**src/hdl/dct_pkg.sv**
```systemverilog
// Shared types, widths and codes for the distinct colour tracker.
package dct_pkg;

    localparam int LABEL_W    = 10;
    localparam int COLOR_W    = 8;
    localparam int DISTINCT_W = 8;
    localparam int LABEL_SPAN = 1 << LABEL_W;
    localparam int COLOR_SPAN = 1 << COLOR_W;

    localparam logic [LABEL_W-1:0] HIGHEST_LABEL_RST = '1;

    typedef struct packed {
        logic [LABEL_W-1:0] ball_label;
        logic [COLOR_W-1:0] new_color;
    } t_in_item;

    typedef struct packed {
        logic [DISTINCT_W-1:0] distinct_colors;
        logic                  label_rejected;
    } t_out_item;

    typedef enum logic [2:0] {
        ST_CLEAR,
        ST_IDLE,
        ST_LOOKUP,
        ST_DEC,
        ST_INC,
        ST_DONE
    } t_state;

    typedef struct packed {
        logic clr_step;
        logic capture;
        logic write_slot;
        logic rd_pop_old;
        logic rd_pop_new;
        logic dec;
        logic inc;
        logic load_out;
    } t_cmd;

    typedef struct packed {
        logic clr_last;
        logic skip;
        logic same;
        logic need_dec;
        logic need_inc;
        logic out_free;
    } t_status;

endpackage

```
**src/hdl/dct_controller.sv**
```systemverilog
// Sequencing state machine for the distinct colour tracker.
module dct_controller
    import dct_pkg::*;
(
    input  logic    i_clk,
    input  logic    i_rst_n,
    input  logic    i_in_valid,
    input  t_status i_status,
    output logic    o_in_ready,
    output t_cmd    o_cmd
);

    t_state r_state;
    t_state n_state;

    always_ff @(posedge i_clk) begin
        if (!i_rst_n) begin
            r_state <= ST_CLEAR;
        end else begin
            r_state <= n_state;
        end
    end

    always_comb begin
        n_state = r_state;
        case (r_state)
            ST_CLEAR: begin
                if (i_status.clr_last) n_state = ST_IDLE;
            end
            ST_IDLE: begin
                if (i_in_valid) n_state = ST_LOOKUP;
            end
            ST_LOOKUP: begin
                if (i_status.skip || i_status.same) begin
                    n_state = ST_DONE;
                end else if (i_status.need_dec) begin
                    n_state = ST_DEC;
                end else if (i_status.need_inc) begin
                    n_state = ST_INC;
                end else begin
                    n_state = ST_DONE;
                end
            end
            ST_DEC: begin
                n_state = i_status.need_inc ? ST_INC : ST_DONE;
            end
            ST_INC: begin
                n_state = ST_DONE;
            end
            ST_DONE: begin
                if (i_status.out_free) n_state = ST_IDLE;
            end
            default: begin
                n_state = ST_CLEAR;
            end
        endcase
    end

    always_comb begin
        o_cmd      = '0;
        o_in_ready = 1'b0;
        case (r_state)
            ST_CLEAR: begin
                o_cmd.clr_step = 1'b1;
            end
            ST_IDLE: begin
                o_in_ready    = 1'b1;
                o_cmd.capture = i_in_valid;
            end
            ST_LOOKUP: begin
                if (!i_status.skip && !i_status.same) begin
                    o_cmd.write_slot = 1'b1;
                    if (i_status.need_dec) begin
                        o_cmd.rd_pop_old = 1'b1;
                    end else if (i_status.need_inc) begin
                        o_cmd.rd_pop_new = 1'b1;
                    end
                end
            end
            ST_DEC: begin
                o_cmd.dec        = 1'b1;
                o_cmd.rd_pop_new = i_status.need_inc;
            end
            ST_INC: begin
                o_cmd.inc = 1'b1;
            end
            ST_DONE: begin
                o_cmd.load_out = i_status.out_free;
            end
            default: begin
                o_cmd = '0;
            end
        endcase
    end

endmodule

```
**config.mk**
```make
export PLATFORM = sky130hd
export DESIGN_NAME = dct_controller
export DESIGN_NICKNAME = d
export VERILOG_FILES = /design/src/hdl/dct_pkg.sv /design/src/hdl/dct_controller.sv
export SDC_FILE = /design/constraint.sdc
export NUM_CORES = 1
export LEC_CHECK = 0
export ABC_AREA = 1
export BUFFER_PORTS_ARGS = -buffer_cell sky130_fd_sc_hd__buf_2
export CORE_AREA = 8 8 45 47
export DETAILED_ROUTE_END_ITERATION = 6
export DIE_AREA = 0 0 53 55
export GPL_ROUTABILITY_DRIVEN = 0
export GPL_TIMING_DRIVEN = 0
export PLACE_DENSITY_LB_ADDON = 0.08
export SYNTH_ARGS = -nofsm -noshare
export SYNTH_HDL_FRONTEND = slang
export SYNTH_SLANG_ARGS = --single-unit
export TNS_END_PERCENT = 30
```
**constraint.sdc**
```tcl
create_clock -name i_clk -period 1 [get_ports i_clk]
set_input_delay 0 -clock i_clk [delete_from_list [all_inputs] [get_ports i_clk]]
set_output_delay 0 -clock i_clk [all_outputs]
set_load 0.02 [all_outputs]
```
[Word level (Yosys, flattened, before mapping)]
Index checks and enable logic that the tools add are counted.
Storage, ports and cells
  register bits after elaboration: 3
  input bits: 9
  output and inout port bits: 9
  word-level logic and storage cells: 34
Operators by class
  eq/ne operators: 8
  multiplexer cells: 19
  reduce and logical (&&, ||, !) cells: 6
Operators by type and width (number)
  3-bit 2-to-1 mux: 6
  3-bit one-hot mux with 6 select lines: 1
  1-bit 2-to-1 mux: 10
  3-bit by 2-bit == test with 1-bit output (second input constant): 2
  3-bit == test (second input constant): 2
  2-bit != test (second input constant): 3
  3-bit by 1-bit == test with 1-bit output (second input constant): 1
  3-bit zero test: 1
  3-bit AND reduction: 1
  1-bit zero test: 2
  2-bit 2-to-1 mux: 1
  1-bit one-hot mux with 2 select lines: 1
  1-bit logical AND: 1
  1-bit logical OR: 1

[Longest topological paths before layout]
Gate-level depths: netlist of the first run.
  depth after elaboration: 4
  depth in mapped cells: 7
  mapped depth without buffers: 7

[Worst setup path after synthesis of the first run]
Ideal clock, no wire load.
  path type: reg-to-output
  start point: register r_state[0]
  end point: output port o_cmd[0] (netlist bit)
  data arrival time: 1195 ps
  data required time: 1000 ps
  slack: -195 ps
  cell stages (with the launch flop): 3
  buffers on the path: 0
  cell sequence: dfxtp_1 > inv_1 > nor4_1
RTL lines
  start, declared: RTL line dct_controller.sv:13  | t_state r_state;
  start signal, assigned: RTL line dct_controller.sv:20  | r_state <= n_state;
  end, declared: RTL line dct_controller.sv:10  | output t_cmd o_cmd

==> results of run 1 <==
==> logic make-up (layout without fill, tap and decap cells) <==
family,Yosys count,after routing
AOI/OAI and AO/OA,5,5
DFF,3,3
buffers and inverters,16,42
and+or+nand+nor,30,30
==> cell type report <==
cell class	instances	area, um2	area share, %
Sequential cell	3	71.3	13.0
Timing Repair Buffer	22	159	28.9
Tap cell	16	20.0	3.64
Inverter	16	62.6	11.4
Multi-Input combinational cell	35	210	38.3
Clock buffer	4	26.3	4.78
==> stage by stage <==
stage / hold WS (ns) / power, mW / TNS (ns)
after floorplan: 0.0976 / 0.646 / -0.675
after global placement: 0.204 / 0.825 / -0.801
after detailed placement: 0.202 / 0.820 / -0.796
after CTS: 0.143 / 1.22 / -1.03
after global routing: 0.192 / 1.38 / -1.96
final: 0.131 / 1.24 / -0.852
==> worst paths after layout <==
check / slack, ns / startpoint / to / depth (start not counted)
worst max-delay path: -0.15 / r_state[1] / o_cmd[3] / 5
worst min-delay path: 0.13 / i_status[2] / r_state[1] / 3
worst max register to register: -0.09 / r_state[2] / r_state[0] / 7
worst min register to register: 0.55 / r_state[0] / r_state[0] / 2
==> placed cells by master (no fill, tap or decap) <==
| cell | instances |
|---|---|
| nand2_2 | 1 |
| dfxtp_4 | 3 |
| buf_6 | 3 |
| dlygate4sd3_1 | 1 |
| buf_2 | 8 |
| nand2_1 | 9 |
| nand2_4 | 1 |
| nor4_2 | 1 |
| o21ai_0 | 2 |
| nand3_2 | 1 |
| inv_2 | 3 |
| inv_1 | 12 |
| a31oi_1 | 1 |
| inv_4 | 1 |
| nand3_1 | 3 |
| nor2_1 | 6 |
| nor2_4 | 2 |
| clkbuf_4 | 3 |
| nand4_1 | 2 |
| clkbuf_1 | 1 |
| nor3_2 | 1 |
| a21oi_2 | 1 |
| nor3_1 | 2 |
| nor2_2 | 1 |
| buf_4 | 10 |
| o22ai_2 | 1 |
==> power groups by stage <==
stage | Combinational, mW | Clock [mW] | Sequential (mW)
after floorplan | 0.431 | 0 | 0.215
after global placement | 0.587 | 0 | 0.238
after detailed placement | 0.588 | 0 | 0.233
after CTS | 0.725 | 0.223 | 0.270
after global routing | 0.838 | 0.247 | 0.290
final | 0.749 | 0.211 | 0.276
==> routing by layer <==
metal	vias up	wire length, um
met1	181	408
met4	0	0
met3	0	72
met2	11	499
li1	218	-
met5	-	0
==> critical path, cell delays in order, from the launching register on <==
cell and delay [ns]:
dfxtp_4 0.39, nand2_2 0.08, nor2_4 0.10, inv_2 0.05
o22ai_2 0.16, buf_6 0.14
==> timing repair <==
action / CTS / global route
hold buffers: 1 / 0
endpoints found under the hold margin: 1 / 0
resized for setup: 24 / 6
setup endpoints to repair: 11 / 12
setup buffers: 4 / 0
pin swaps: 4 / 4
==> impl_metrics.csv, run 1 <==
group,metric,value,unit
status,status,"complete, but fails checks",
status,violations,"negative setup slack",
synthesis,synth_top_area_share,20.7,%
setup_path,arrival,1.15,ns
grt,grt_use_met1,9.39,%
clock_tree,numCtsBuffers,3,
setup_path,cp-end-kind,"primary output",
timing,setup_viol,11,
power_and_ir_drop,p_clk_share,17.1,%
route,drt-initial-drc-count,3,
synthesis,synth_fa_ha_area_share,0,%
grt,grt_max_degree,8,
setup_path,cp.required,1.00,ns
layout,fin_nets,90,
job,maxCapViolCount,0,
layout,largest_reg_flops,3,
placed_design,placed_area,402,um2
clock_tree,cts_tree,"done",
placed_design,place_hpwl,753,um
route,post-route-drc-count,0,
synthesis,synth_mux_area_share,0,%
synthesis,synth_common_cells,"inv_1 (15), nand2_1 (11), nor2_1 (7)",
synthesis,yosys_warnings,0,
layout,fin_area,549,um2
synthesis,ys_top_cells_by_area,"dfxtp_1 (21%), inv_1 (19%), nand2_1 (14%)",
route,ant_nets,0,
synthesis,seq_area_frac_synth,20.7,%
clock_tree,htree_levels,1,
layout,top_register,"r_state",
layout,final_core_util,39.7,%
power_and_ir_drop,vdd_drop_max,0.00118,V
grt,antenna_found_initial,0,
clock_tree,root_buffer,"clkbuf_4",
power_and_ir_drop,swShare,46.7,%
power_and_ir_drop,p_sw,578,uW
route,wl,979,um
grt,gr-total-overflow,0,
synthesis,synth_xor_area_share,0,%
timing,layout_min_cycle_time,1.15,ns
layout,fill_cells,158,
setup_path,crit_fanout,7,
route,vias,410,
timing,tightest_slew,0.197,ns
synthesis,ys.flop_type,"dfxtp_1",
synthesis,synth_compound_area_share,10.8,%
route,firstDrtPassIters,2,
timing,setup_ws,-0.150,ns
synthesis,synthSimpleGateAreaFrac,47.8,%
grt,globalRouteMet3Util,4.55,%
timing,slew_headroom,86.8,%
layout,diodes,0,
timing,skew,0.000109,ns
synthesis,yosys.area.top_type,"dfxtp_1",
placed_design,placedCellCount,87,
synthesis,avgSynthCellArea,5.38,um2
layout,area_growth,89.2,%
floorplanning,start_util,21.0,%
layout,reg_top3,"r_state: 3 flops",
setup_path,critical_path_class,"flop to primary output",
layout,stdcell_count,96,
setup_path,worst_setup_path_start_kind,"flop",
timing,post-route-period-util,115,%
grt,grt_pass1_vias,456,
timing,max_freq,0.869,GHz
grt,grt_use_met2,13.5,%
power_and_ir_drop,internal_power,658,uW
synthesis,syn_nets,63,
floorplanning,core-area,0.00138,mm2
synthesis,synth_edf_count,0,
clock_tree,cts_num_sinks,3,
timing,rsz0062_at_grt,"true",
synthesis,synthesis.area,290,um2
floorplanning,die_w,53,um
placed_design,io_buffers,17,
power_and_ir_drop,power_frac_seq,22.3,%
layout,drive_gt1_share,51.2,%
synthesis,ys_async_sr_fraction,0,%
clock_tree,cts_max_path_buffers,2,
route,post_drt_via_cell_ratio,4.27,
synthesis,synthMostInstantiatedCell,"inv_1",
floorplanning,rows,14,
grt,track_usage,8.24,%
placed_design,post-place-ws,-0.174,ns
grt,grt_pass1_wl,1850,um
power_and_ir_drop,powerDensity,2250,mW/mm2
route,avgRoutedWirePerCell,10.2,um
timing,hold_viol,0,
synthesis,syn_inst,54,
floorplanning,die_height,55,um
floorplanning,die_area,0.00292,mm2
power_and_ir_drop,power_frac_comb,60.6,%
power_and_ir_drop,leakagePower,0.294,nW
synthesis,synthDistinctLibCells,15,
synthesis,synth_top_family_by_area,"simple AND/OR/NAND/NOR gates",
min_path,hold_class,"primary input to flop",
clock_tree,clk-insertion-delay-late,0.23,ns
grt,top_usage_layer,"met2",
floorplanning,num_io_pins,18,
timing,slew_viol_final,0,
clock_tree,clkTransAtPathRegs,0.04,ns
synthesis,synth_seq_cells,3,
No activity file was read; power rests on OpenSTA's default activity.
==> inputs of run 2 (changes only) <==
--- a/config.mk
+++ b/config.mk
@@ -7,9 +7,11 @@
 export LEC_CHECK = 0
 export ABC_AREA = 1
 export BUFFER_PORTS_ARGS = -buffer_cell sky130_fd_sc_hd__buf_2
-export CORE_AREA = 8 8 45 47
+export CELL_PAD_IN_SITES_DETAIL_PLACEMENT = 0
+export CELL_PAD_IN_SITES_GLOBAL_PLACEMENT = 2
+export CORE_AREA = 8 8 53 55
 export DETAILED_ROUTE_END_ITERATION = 6
-export DIE_AREA = 0 0 53 55
+export DIE_AREA = 0 0 61 63
 export GPL_ROUTABILITY_DRIVEN = 0
 export GPL_TIMING_DRIVEN = 0
 export PLACE_DENSITY_LB_ADDON = 0.08
==> run 2 against run 1 <==
The flow still finishes with violations (negative setup slack). Clock skew rose by 0.00064 ns. Sequential share of layout area fell by 0.75 points. Register-to-register slack got worse by 0.05 ns. Design area grew 6.2%. Non-clock buffer count is 1 higher. Utilization shrank 11 points. Largest power group unchanged.
==> impl_metrics.csv, run 2 (synthesized netlist as in run 1, its figures left out) <==
group,metric,value,unit
timing,slew_headroom,86.0,%
route,drt-initial-drc-count,7,
power_and_ir_drop,internal_power,678,uW
route,ant_nets,0,
clock_tree,cts_tree,"done",
setup_path,path_cells,"nand2_4, nor2_4, inv_2, nor3_2, buf_4",
timing,skew,0.000749,ns
setup_path,cp_slowest_cell,"dfxtp_4",
route,post-route-drc-count,0,
timing,hold_viol,0,
timing,rsz0062_at_grt,"true",
setup_path,worst_setup_path_start_kind,"flop",
timing,layout_min_cycle_time,1.14,ns
setup_path,cp.required,1.00,ns
power_and_ir_drop,powerDensity,2230,mW/mm2
route,firstDrtPassIters,4,
grt,gr-total-overflow,0,
min_path,hold_class,"primary input to flop",
power_and_ir_drop,p_sw,621,uW
status,status,"complete, but fails checks",
setup_path,crit_fanout,7,
timing,holdWs,0.116,ns
grt,track_usage,5.37,%
timing,max_freq,0.879,GHz
placed_design,io_buffers,17,
status,violations,"negative setup slack",
grt,grt_pass1_wl,1640,um
floorplanning,die_w,61,um
grt,antenna_found_initial,0,
power_and_ir_drop,vdd_drop_max,0.000921,V
floorplanning,die_height,63,um
route,avgRoutedWirePerCell,9.77,um
timing,setup_viol,11,
layout,largest_reg_flops,3,
grt,grt_max_degree,8,
setup_path,slowest_delay,0.41,ns
setup_path,critical_path_class,"flop to primary output",
floorplanning,rows,17,
placed_design,post-place-ws,-0.186,ns
power_and_ir_drop,p_clk_share,16.2,%
power_and_ir_drop,leakagePower,0.310,nW
placed_design,place_hpwl,871,um
clock_tree,cts_max_path_buffers,2,
route,post_drt_via_cell_ratio,3.94,
clock_tree,cts_num_sinks,3,
layout,final_common_cell,"inv_1",
power_and_ir_drop,power_frac_comb,61.2,%
layout,reg_top3,"r_state: 3 flops",
timing,post-route-period-util,114,%
timing,setup_ws,-0.138,ns
floorplanning,core-area,0.00206,mm2
job,maxCapViolCount,0,
floorplanning,num_io_pins,18,
grt,grt_pass1_vias,415,
layout,fill_cells,251,
timing,tightest_slew,0.209,ns
setup_path,cp.buffers_inverters,2,
layout,most-common-layout-cells,"inv_1 (11), buf_2 (10), buf_4 (9)",
route,wl,1070,um
power_and_ir_drop,swShare,47.8,%
layout,area_growth,101,%
layout,fin_nets,91,
power_and_ir_drop,fin_total_pwr,1.30,mW
clock_tree,root_buffer,"clkbuf_4",
route,vias,429,
floorplanning,die_area,0.00384,mm2
placed_design,placedCellCount,99,
clock_tree,numCtsBuffers,3,
clock_tree,clk-insertion-delay-late,0.23,ns
layout,drive_gt1_share,55.6,%
setup_path,cp-end-kind,"primary output",
timing,slew_viol_final,0,
layout,top_register,"r_state",
setup_path,arrival,1.14,ns
clock_tree,htree_levels,1,
layout,stdcell_count,109,
layout,diodes,0,
setup_path,path_delay_family,"flip-flops",
floorplanning,start_util,14.1,%
clock_tree,clkTransAtPathRegs,0.04,ns
power_and_ir_drop,power_frac_seq,22.6,%
[run 2: cell types whose count changed in the layout (fill, tap and decap cells not counted)]
cell,change
nor2_4,+1
inv_1,-1
o21ai_0,-1
nand2_1,-1
buf_4,-1
nand2_4,+1
o21ai_2,+1
inv_2,+1
nor2_2,-1
buf_2,+2
[run 2: metal layers]
metal  wire (um)  up-vias  track usage [%]
met5           0        -                0
met4           0        0            0.875
met3          80        0             2.88
met2         500       13             8.47
met1         483      192             6.22
li1            -      224                -
[run 2: cell type report]
class	instances	area [um2]	share of cell area (%)
Tap cell	28	35.0	6.01
Timing Repair Buffer	23	161	27.7
Sequential cell	3	71.3	12.2
Clock buffer	4	26.3	4.51
Multi-Input combinational cell	35	226	38.8
Inverter	16	62.6	10.7
[run 2: timing repair]
action	in CTS	in global routing
buffers inserted	6	0
resized for setup	23	11
endpoints found under the setup margin	12	12
endpoints found under the hold margin	1	0
pin swaps	7	7
hold buffers	1	0
[run 2: path summary, 6_finish.rpt]
path	startpoint	endpoint	slack, ns	depth (start not counted)
max	r_state[1]	o_cmd[4]	-0.14	5
min reg2reg	r_state[0]	r_state[0]	0.66	3
max reg2reg	r_state[2]	r_state[0]	-0.14	7
min	i_status[2]	r_state[1]	0.12	3
[run 2: power by group through the flow]
stage	sequential [mW]	clock [mW]	combinational [mW]
after global placement	0.247	0	0.605
after global routing	0.302	0.232	0.869
after CTS	0.264	0.222	0.755
final	0.294	0.210	0.795
after floorplan	0.215	0	0.431
after detailed placement	0.243	0	0.599
[run 2: worst register-to-register path: stages, from the launching register on]
cell	delay (ns)
dfxtp_4	0.39
inv_4	0.05
buf_4	0.15
nand3_1	0.13
inv_1	0.05
nor2_1	0.10
nand2_1	0.08
a21oi_2	0.12
[run 2: per-stage QoR]
step	util, %	setup TNS (ns)	area [um2]
6_report	28.3	-1.01	583
5_1_grt	28.3	-1.81	583
4_1_cts	26.5	-1.31	547
3_5_place_dp	20.2	-0.880	417
3_3_place_gp	20.2	-1.05	417
2_1_floorplan	-	-0.675	297
==> inputs of run 3 (changes only) <==
--- a/config.mk
+++ b/config.mk
@@ -6,7 +6,7 @@
 export NUM_CORES = 1
 export LEC_CHECK = 0
 export ABC_AREA = 1
-export BUFFER_PORTS_ARGS = -buffer_cell sky130_fd_sc_hd__buf_2
+export BUFFER_PORTS_ARGS = -buffer_cell sky130_fd_sc_hd__buf_4
 export CELL_PAD_IN_SITES_DETAIL_PLACEMENT = 0
 export CELL_PAD_IN_SITES_GLOBAL_PLACEMENT = 2
 export CORE_AREA = 8 8 53 55
==> run 3 against run 2 <==
The flow still finishes with violations (negative setup slack). Critical endpoint unchanged. Combinational power is 6.8% higher. Power rose by 1.7%. Sequential power down 11%. Utilization grew 0.73 points. Critical path type unchanged.
==> impl_metrics.csv, run 3 (synthesized netlist as in run 1, its figures left out) <==
group,metric,value,unit
floorplanning,die_area,0.00384,mm2
layout,most-common-layout-cells,"buf_4 (20), inv_1 (11), nand2_1 (8)",
layout,regArea,71.3,um2
route,wl,1080,um
power_and_ir_drop,power_frac_comb,64.3,%
grt,grt_max_degree,8,
setup_path,crit_fanout,5,
timing,rsz0062_at_grt,"true",
layout,area_growth,106,%
clock_tree,cts_tree,"done",
timing,hold_viol,0,
setup_path,cpMostUsedCell,"buf_4",
status,status,"complete, but fails checks",
clock_tree,clkTransAtPathRegs,0.04,ns
floorplanning,die_w,61,um
layout,top_register,"r_state",
setup_path,cp.required,1.00,ns
route,firstDrtPassIters,2,
timing,slew_headroom,82.5,%
setup_path,r2r_start,"r_state[2]",
layout,reg_top3,"r_state: 3 flops",
setup_path,slowest_delay,0.35,ns
grt,track_usage,6.24,%
grt,antenna_found_initial,0,
min_path,min_to,"r_state[1]",
route,ant_nets,0,
clock_tree,cts_max_path_buffers,2,
layout,final_common_cell,"buf_4",
timing,holdWs,0.105,ns
floorplanning,rows,17,
setup_path,cp-end-kind,"primary output",
min_path,hp-start,"i_status[2]",
timing,layout_min_cycle_time,1.15,ns
setup_path,reg2reg_to,"r_state[0]",
grt,grt_pass1_wl,1880,um
route,avgRoutedWirePerCell,9.81,um
min_path,hold_depth,3,
power_and_ir_drop,power_frac_seq,19.9,%
route,post-route-drc-count,0,
power_and_ir_drop,fin_total_pwr,1.32,mW
job,maxCapViolCount,0,
setup_path,cp_slowest_cell,"dfxtp_4",
route,post_drt_via_cell_ratio,3.76,
grt,gr-total-overflow,0,
clock_tree,htree_levels,1,
clock_tree,cts_num_sinks,3,
timing,skew,0.00118,ns
layout,multi_input_area,209,um2
setup_path,worst_setup_path_start_kind,"flop",
setup_path,arrival,1.15,ns
clock_tree,numCtsBuffers,3,
layout,fill_cells,261,
power_and_ir_drop,swShare,45.4,%
layout,drive_gt1_share,54.9,%
layout,fin_nets,92,
placed_design,place_hpwl,881,um
timing,tightest_slew,0.260,ns
min_path,hold_class,"primary input to flop",
timing,max_freq,0.872,GHz
floorplanning,start_util,14.1,%
power_and_ir_drop,internal_power,722,uW
layout,largest_reg_flops,3,
clock_tree,clk-insertion-delay-late,0.23,ns
power_and_ir_drop,p_clk_share,15.8,%
placed_design,post-place-ws,-0.165,ns
power_and_ir_drop,vdd_drop_max,0.000967,V
timing,slew_viol_final,0,
timing,fin_tns_setup,-0.928,ns
placed_design,io_buffers,17,
setup_path,reg2reg_depth,5,
floorplanning,core-area,0.00206,mm2
route,vias,414,
power_and_ir_drop,leakagePower,0.312,nW
grt,grt_pass1_vias,459,
setup_path,r2r_slack,-0.09,ns
setup_path,critical_path_class,"flop to primary output",
timing,setup_viol,11,
layout,diodes,0,
floorplanning,num_io_pins,18,
timing,setup_ws,-0.147,ns
setup_path,path_cells,"buf_4, nor2_4, inv_2, nor3_2, buf_4",
floorplanning,die_height,63,um
power_and_ir_drop,powerDensity,2210,mW/mm2
power_and_ir_drop,p_sw,599,uW
timing,post-route-period-util,115,%
route,drt-initial-drc-count,3,
status,violations,"negative setup slack",
clock_tree,root_buffer,"clkbuf_4",
-- run 3: per-layer routing --
metal  GRT usage (%)  vias up  share of wire, %
met3            4.53        0               9.8
met4           0.875        0                 0
met1            7.26      176                44
li1                -      224                 -
met2            9.13       14                46
met5               0        -                 0
-- run 3: metrics by stage --
stage | util [%] | cell area (um2) | std cells
floorplan | - | 297 | 54
global placement | 22.3 | 459 | 99
detailed placement | 22.3 | 459 | 99
CTS | 28.0 | 578 | 110
global route | 29.0 | 598 | 110
finish | 29.0 | 598 | 110
-- run 3: critical path, delay by kind of cell (launching register included) --
family        cells  cell delay [ns]
buf+inv           3             0.36
flops             1             0.35
simple gates      2             0.20
-- run 3: worst max path at each step --
stage                     cells past startpoint  slack [ns]        to       start
after floorplan                               2       -0.20  o_cmd[0]  r_state[0]
after global placement                        5       -0.20  o_cmd[4]  r_state[1]
after detailed placement                      6       -0.16  o_cmd[4]  r_state[2]
after CTS                                     6       -0.17  o_cmd[4]  r_state[2]
after global routing                          5       -0.24  o_cmd[4]  r_state[0]
final                                         5       -0.15  o_cmd[4]  r_state[0]
-- run 3: cell type report --
class	instances	area share [%]
sequential	3	11.9
inverter	16	10.5
timing repair buffer	24	32.4
clock buffer	4	4.39
multi-input combinational	35	34.9
tap	28	5.86
-- run 3: power groups by stage --
stage	clock network (mW)	registers, mW	logic (mW)
2_1_floorplan	0	0.215	0.431
3_3_place_gp	0	0.246	0.663
3_5_place_dp	0	0.242	0.654
4_1_cts	0.225	0.261	0.819
5_1_grt	0.245	0.275	0.931
6_report	0.209	0.263	0.849
-- run 3: what timing repair did --
item                                    4_1_cts  5_1_grt
pin swaps                                     4        3
gates resized for setup                      17        6
cloned                                        0        0
setup buffers                                 6        0
hold buffers                                  1        0
hold endpoints to repair                      1        0
endpoints found under the setup margin       11       12
